## src/rtl/assert_macros.svh

```systemverilog
// Assertion macros shared by the receiver RTL.
`ifndef ASSERT_MACROS_SVH
`define ASSERT_MACROS_SVH

`ifndef NO_ASSERTIONS

`define ASSERT_ALWAYS(label, expr, msg) \
    label: assert property (@(posedge clk) disable iff (!rst_n) (expr)) else $error(msg);

`define ASSERT_NEXT(label, ante, cons, msg) \
    label: assert property (@(posedge clk) disable iff (!rst_n) (ante) |=> (cons)) \
        else $error(msg);

`else

`define ASSERT_ALWAYS(label, expr, msg)

`define ASSERT_NEXT(label, ante, cons, msg)

`endif

`endif

```

## src/rtl/xcr_res_queue.sv

```systemverilog
// Small result queue: takes up to two entries a cycle, hands out one.
module xcr_res_queue #(
    parameter int WIDTH = 64,
    parameter int DEPTH = 4
) (
    input  logic                       clk,
    input  logic                       rst_n,
    input  logic                       push0,
    input  logic                       push1,
    input  logic [WIDTH-1:0]           d0,
    input  logic [WIDTH-1:0]           d1,
    input  logic                       pop,
    output logic [WIDTH-1:0]           q,
    output logic                       not_empty,
    output logic [$clog2(DEPTH+1)-1:0] count
);

    localparam int PW = $clog2(DEPTH);
    localparam int CW = $clog2(DEPTH + 1);

    logic [WIDTH-1:0] entry_reg [DEPTH];
    logic [PW-1:0]    head_reg, head_next;
    logic [PW-1:0]    tail_reg, tail_next, tail_inc;
    logic [CW-1:0]    count_reg, count_next;

    function automatic logic [PW-1:0] ptr_inc(input logic [PW-1:0] p);
        return (p == PW'(DEPTH - 1)) ? '0 : p + 1'b1;
    endfunction

    assign tail_inc = ptr_inc(tail_reg);

    always_comb
    begin
        head_next  = pop ? ptr_inc(head_reg) : head_reg;
        tail_next  = tail_reg;
        if (push0)
        begin
            tail_next = push1 ? ptr_inc(tail_inc) : tail_inc;
        end
        count_next = count_reg + CW'(push0) + CW'(push0 & push1) - CW'(pop);
    end

    always_ff @(posedge clk or negedge rst_n)
    begin
        if (!rst_n)
        begin
            head_reg  <= '0;
            tail_reg  <= '0;
            count_reg <= '0;
        end
        else
        begin
            head_reg  <= head_next;
            tail_reg  <= tail_next;
            count_reg <= count_next;
        end
    end

    always_ff @(posedge clk)
    begin
        if (push0)
        begin
            entry_reg[tail_reg] <= d0;
        end
        if (push0 && push1)
        begin
            entry_reg[tail_inc] <= d1;
        end
    end

    assign q         = entry_reg[head_reg];
    assign not_empty = (count_reg != '0);
    assign count     = count_reg;

endmodule

```

## config.mk

```make
export PLATFORM = sky130hd
export DESIGN_NAME = xcr_res_queue
export DESIGN_NICKNAME = d
export VERILOG_FILES = /design/src/rtl/assert_macros.svh /design/src/rtl/xcr_res_queue.sv
export SDC_FILE = /design/constraint.sdc
export NUM_CORES = 1
export LEC_CHECK = 0
export ABC_CLOCK_PERIOD_IN_PS = 5600
export BUFFER_PORTS_ARGS = -buffer_cell sky130_fd_sc_hd__buf_2
export CAP_MARGIN = 20
export CORE_MARGIN = 2
export CORE_UTILIZATION = 50
export DETAILED_ROUTE_END_ITERATION = 8
export GPL_TIMING_DRIVEN = 0
export PLACE_DENSITY_LB_ADDON = 0.25
export REMOVE_ABC_BUFFERS = 1
export SYNTH_ARGS = -nofsm -noshare
export SYNTH_HDL_FRONTEND = slang
export SYNTH_SLANG_ARGS = --single-unit
```

## constraint.sdc

```tcl
create_clock -name clk -period 5.6 [get_ports clk]
set_clock_uncertainty 0.05 [all_clocks]
set_input_delay 1.12 -clock clk [delete_from_list [all_inputs] [get_ports clk]]
set_output_delay 1.12 -clock clk [all_outputs]
set_load 0.02 [all_outputs]
```

==> out/qor.yml, run 1 <==
run_status:
  status: "complete, no violations"
synthesis:
  ys_ff_latch: 263
  synth_compound_area_share_pct: 0.3658
  ys.warnings.count: 0
  postSynthCellCount: 667
  synth_fa_ha_area_share_pct: 0.9241
  synth_top_family_by_area: "multiplexers"
  muxShareOfSynthArea_pct: 35.18
  synthSimpleGateAreaFrac_pct: 0.7124
  yosys.cell_types.count: 25
  avgSynthCellArea_um2: 19.49
  seq_area_frac_synth_pct: 60.49
  netlist_top_cells_area: "edfxtp_1 59%, mux2_2 17%, mux4_2 11%, mux2_4 6.9%, dfrtp_1 1.3%"
  synth_top_area_cell: "edfxtp_1"
  syn_area_um2: 13000
  synth_xor_area_share_pct: 0.2695
  yosys.area.top_type_share_pct: 59.15
setup_path:
  crit_type: "reg2out"
  cp.arrival_ps: 2540
  cpMaxStageDelayCell: "dfrtp_4"
  cp-start-kind: "register"
  cp_num_cells: 3
  crit_chain: "buf_16, mux4_2, buf_2"
  cp-end-kind: "primary output"
  critPathMaxFanout: 41
  max_stage_delay_ps: 830
  path_buf_inv: 2
  worstPathRequired_ps: 4430
  path_delay_family: "flip-flops"
  rr_worst_depth: 5
cts:
  ctsHoldBuffers: 0
  cts_root_buf: "clkbuf_16"
  cts.clk_slew.worst_paths_ps: 60
  insertion_delay_ps: 530
  cts_tree: "done"
  ctsHtreeMaxLevel: 1
  ctsResizeCount: 0
  cts_sinks: 263
  cts_buffers: 27
  post-cts-setup-buffers: 0
  cts_buffer_depth: 3
cells_and_area:
  final_nets: 1012
  drive_gt1_share_pct: 65.62
  fin_area_um2: 15430
  final_cells: 1231
  final_util_pct: 59.90
  area_growth_pct: 18.74
  largest_reg_flops: 256
power_and_ir_drop:
  p_sw_mw: 2.438
  intPower_mw: 5.041
  power_frac_comb_pct: 36.4
  swShare_pct: 32.60
  power.share.sequential_pct: 39.5
  ir_worst_vdd_v: 0.0003874
  power.density_nw_per_um2: 484.6
  leakage_nw: 5.768
  clkPwrFrac_pct: 24.0
timing:
  slew_headroom_pct: 41.98
  final-hold-violation-count: 0
  rsz0062_at_grt: "no"
  tns_ps: 0
  max_freq_mhz: 269.8
  tightest_slew_ps: 870.3
  fin_crit_sh_pct: 66.19
  fin_crit_ps: 3706
  drv_slew: 0
  setup_violations: 0
  worst_slack_ps: 1894
die:
  die-area_um2: 27300
  die_h_um: 165.2
  die_w_um: 165.2
  ios: 201
  start_util_pct: 50.45
  row_count: 59
  core_area_um2: 25760
routing:
  dr.pass1.iters: 4
  ant_nets: 0
  drtIter0Drc: 468
  vias: 7005
  drc: 0
  detail_route.wl_per_cell_um: 23.09
  viasPerCell: 5.690
  wirelength_um: 28430
run:
  max_cap_viol_count: 0
grt:
  grt_max_degree: 42
  grtUsageTotal_pct: 20.91
  grt_pass1_wl_um: 42800
  first_global_vias: 7752
  antenna_found_initial: 4
  globalRouteOverflowTotal: 0
placed_design:
  portBuffers: 200
  routabilityCongestion: 0.7096
  dpl.hpwl_um: 17900
  dp_slack_ps: 2280
  placedInstanceArea_um2: 14540
  numPlacedInstances: 1176
worst_hold_path:
  min_path_type: "in2async"
-- synth_stat cells --
library cell  number
edfxtp_1         256
mux2_2           198
mux4_2            64
mux2_4            60
buf_2             25
ha_1               8
dfrtp_1            7
a21oi_1            6
buf_6              6
inv_1              6
nor2_1             6
buf_4              5
clkbuf_1           3
nand3_2            3
o21ai_0            2
xnor2_1            2
xor2_1             2
buf_1              1
fa_1               1
nand2_1            1
nand3_4            1
nor3_1             1
nor3b_1            1
o21bai_1           1
or3_1              1
-- cell families (layout without fill, tap and decap cells) --
logic type / after synthesis / count (layout)
buffers and inverters: 46 / 269
AO/OA/AOI/OAI: 9 / 9
adder cells (fa/ha/maj): 9 / 9
other: 0 / 6
multiplexers: 322 / 322
flip-flops: 263 / 263
AND/OR/NAND/NOR: 14 / 14
XOR/XNOR: 4 / 4
-- per-stage QoR --
stage	hold WS [ps]	power, mW
floorplan	505.1	4.825
global placement	423.4	5.769
detailed placement	462.9	5.782
CTS	347.9	7.577
global route	362.2	7.837
finish	371.0	7.479
-- power by group through the flow --
stage          clock (mW)  sequential (mW)  combinational, mW
2_1_floorplan           0             3.07               1.75
3_3_place_gp            0             3.22               2.54
3_5_place_dp            0             3.01               2.77
4_1_cts              1.83             2.97               2.77
5_1_grt              1.90             3.02               2.92
6_report             1.80             2.96               2.73
-- routing by layer --
layer,vias up,wire [um],GRT usage (%)
met5,-,0,0
li1,3156,-,-
met1,3601,11040,26.21
met3,39,2021,4.520
met2,209,14850,36.88
met4,0,516,5.534
-- final cells by class --
cell class	instances	area, um^2
diodes	6	15.01
clock buffers	32	694.4
clock inverters	17	181.4
fillers	1916	10330
inverters	6	22.52
multi-input cells	358	4920
flip-flops and latches	263	7870
well taps	335	419.2
repair buffers	214	1311
-- cell usage in the layout, fill, tap and decap left out, types with 8 or more instances in the layout --
cell type / instances
clkbuf_16: 27
buf_12: 10
buf_2: 200
mux2_4: 60
ha_1: 8
edfxtp_1: 256
mux4_2: 64
mux2_2: 198
-- final timing paths --
check | startpoint | to | slack (ps)
worst max-delay path | head_reg[0] | q[48] | 1890
worst min-delay path | rst_n | tail_reg[1] | 370
worst max register to register | tail_reg[0] | entry_reg[3][18] | 2970
worst min register to register | count[2] | count[2] | 470
max in group asynchronous | rst_n | head_reg[0] | 4940
min in group clk | count[2] | count[2] | 470
Power figures use the tool's default switching activity.
==> run 2: changes to the inputs <==
--- a/config.mk
+++ b/config.mk
@@ -5,7 +5,8 @@
 export SDC_FILE = /design/constraint.sdc
 export NUM_CORES = 1
 export LEC_CHECK = 0
-export ABC_CLOCK_PERIOD_IN_PS = 5600
+export ABC_AREA = 1
+export ABC_CLOCK_PERIOD_IN_PS = 3600
 export BUFFER_PORTS_ARGS = -buffer_cell sky130_fd_sc_hd__buf_2
 export CAP_MARGIN = 20
 export CORE_MARGIN = 2
==> constraint.sdc (replaced) <==
create_clock -name clk -period 3.6 [get_ports clk]
set_clock_uncertainty 0.05 [all_clocks]
set_input_delay 0.72 -clock clk [delete_from_list [all_inputs] [get_ports clk]]
set_output_delay 0.72 -clock clk [all_outputs]
set_load 0.02 [all_outputs]
==> out/qor.yml, run 2 <==
placed_design:
  dp_slack_ps: 327.6
  dpl.hpwl_um: 18890
  portBuffers: 200
  routabilityCongestion: 0.7193
  placedInstanceArea_um2: 14960
cts:
  cts_tree: "done"
  cts.clk_slew.worst_paths_ps: 60
  cts_sinks: 263
  post-cts-setup-buffers: 0
  cts_buffer_depth: 3
  cts_buffers: 27
  insertion_delay_ps: 520
  cts_root_buf: "clkbuf_16"
  ctsHtreeMaxLevel: 1
power_and_ir_drop:
  ir_worst_vdd_v: 0.0005788
  leakage_nw: 6.394
  p_total_mw: 12.06
  power.density_nw_per_um2: 763.1
  power.share.sequential_pct: 38.6
  power_frac_comb_pct: 39.9
  p_sw_mw: 4.688
  intPower_mw: 7.370
  swShare_pct: 38.88
  clkPwrFrac_pct: 21.5
cells_and_area:
  final_nets: 1599
  final_common_cell: "edfxtp_1"
  fin_area_um2: 15800
  layout_common_cells: "256 x edfxtp_1, 247 x nand2_1, 214 x o21ai_2"
  area_growth_pct: 14.04
  drive_gt1_share_pct: 33.45
  largest_reg_flops: 256
grt:
  antenna_found_initial: 3
  globalRouteOverflowTotal: 0
  grt_pass1_wl_um: 49620
  grt_max_degree: 112
  grtUsageTotal_pct: 21.98
  first_global_vias: 9697
routing:
  viasPerCell: 5.502
  vias: 10170
  met1_length_um: 13050
  ant_nets: 0
  dr.pass1.iters: 6
  drc: 0
  wl_met3_um: 2474
  drtIter0Drc: 916
  top_layer_used: "met5"
  dr_wl_met2_um: 16090
  wirelength_um: 32470
  detail_route.wl_per_cell_um: 17.57
synthesis:
  yosys.cell_types.count: 24
  syn_area_um2: 13860
  ys.warnings.count: 0
  synth-edff-count: 256
  async_flop_share_pct: 2.662
  ys.flop_type: "edfxtp_1"
  ys_top_cells_by_count: "256 x edfxtp_1, 251 x nand2_1, 214 x o21ai_2"
  ys_ff_latch: 263
  seq_area_frac_synth_pct: 56.75
  avgSynthCellArea_um2: 10.57
  synth_top_area_cell: "edfxtp_1"
  synth.most_common_cell: "edfxtp_1"
  yosys.area.top_type_share_pct: 55.48
  netlist_top_cells_area: "edfxtp_1 55%, o21ai_2 14%, nand2_1 6.8%, o21ai_0 4.7%, buf_6 4.2%"
  postSynthCellCount: 1311
run:
  max_cap_viol_count: 0
timing:
  slew_headroom_pct: 59.77
  tightest_slew_ps: 603.5
  fin_crit_sh_pct: 98.75
  final-hold-violation-count: 0
  worst_slack_ps: 44.94
  max_freq_mhz: 281.3
  drv_slew: 0
  rsz0062_at_grt: "no"
  setup_violations: 0
  fin_crit_ps: 3555
setup_path:
  cp-start-kind: "register"
  worstPathRequired_ps: 2830
  cp-end-kind: "primary output"
  critPathMaxFanout: 89
  cp.arrival_ps: 2790
  crit_type: "reg2out"
die:
  die_h_um: 170.5
  die-area_um2: 29060
  die_w_um: 170.5
  start_util_pct: 51.13
  core_area_um2: 27100
  row_count: 60
  ios: 201
run_status:
  status: "complete, no violations"
worst_hold_path:
  min_path_type: "in2reg"
-- run 2: changes by cell type after synthesis, sizes merged, moves of 2 or more --
| cell | before | now |
|---|---|---|
| nand2 | 1 | 276 |
| o22ai | 0 | 64 |
| nor2 | 6 | 131 |
| clkbuf | 3 | 27 |
| o21ai | 2 | 386 |
| buf | 37 | 71 |
| mux4 | 64 | 0 |
| mux2 | 258 | 0 |
| nand3 | 4 | 2 |
| a21oi | 6 | 0 |
| inv | 6 | 76 |
-- run 2: stage by stage --
step	std cells	hold WS [ps]	utilization, %	TNS (ps)
6_report	1848	401.1	58.31	0
5_1_grt	1848	390.1	58.31	0
4_1_cts	1845	375.7	58.19	0
3_5_place_dp	1798	430.9	55.19	0
3_3_place_gp	1785	432.9	53.66	-974170
2_1_floorplan	1213	374.4	-	-170490
-- run 2: kinds of logic (layout without fill, tap and decap cells) --
kind of cell	Yosys count	in the layout	share of synthesized area, %
xor gates and xnor gates	4	4	0.2529
adders and majority gates	9	9	0.8669
and+or+nand+nor	410	410	11.74
buffers and inverters	174	337	7.712
AOI/OAI and AO/OA	451	451	22.68
DFF	263	263	56.75
other	0	2	0
-- run 2: area by class of cell --
cell class | instances | area, um^2
Fill cell | 2239 | 11300
Clock buffer | 42 | 752.0
Tap cell | 372 | 465.4
Timing Repair Buffer | 215 | 1379
Sequential cell | 263 | 7868
Antenna cell | 2 | 5.005
Inverter | 76 | 300.3
Clock inverter | 4 | 42.54
Multi-Input combinational cell | 874 | 4990
-- run 2: layer usage --
layer / vias up / global-route usage [%]
met1: 4830 / 27.20
met2: 370 / 38.78
met5: - / 0
met3: 68 / 4.395
li1: 4897 / -
met4: 2 / 6.838
-- run 2: critical path, cell delays in order, from the launching register on --
cell and delay, ps:
dfrtp_4 680, buf_16 280, inv_12 330, clkbuf_16 310, nor2_1 60, o22ai_1 220, buf_2 210
-- run 2: repair_timing --
item,CTS,global route
gates cloned,0,1
endpoints found under the setup margin,37,12
hold endpoints to repair,7,0
hold buffers,1,0
resized for setup,3,0
-- run 2: path summary, 6_finish.rpt --
check	depth (start not counted)	slack (ps)	to	startpoint
setup reg to reg	6	840	entry_reg[3][46]	tail_reg[0]
min in group asynchronous	2	520	count[0]	rst_n
hold / removal	2	400	head_reg[0]	pop
hold reg to reg	1	440	count[2]	count[2]
setup / recovery	6	40	q[14]	head_reg[0]
max in group asynchronous	2	2800	head_reg[0]	rst_n
-- run 2: power by group through the flow --
stage          clock, mW  combinational [mW]  sequential (mW)
6_report            2.59                4.81             4.66
5_1_grt             2.72                5.28             4.73
4_1_cts             2.62                4.83             4.66
3_5_place_dp           0                4.81             4.72
3_3_place_gp           0                4.28             5.03
2_1_floorplan          0                2.85             4.81
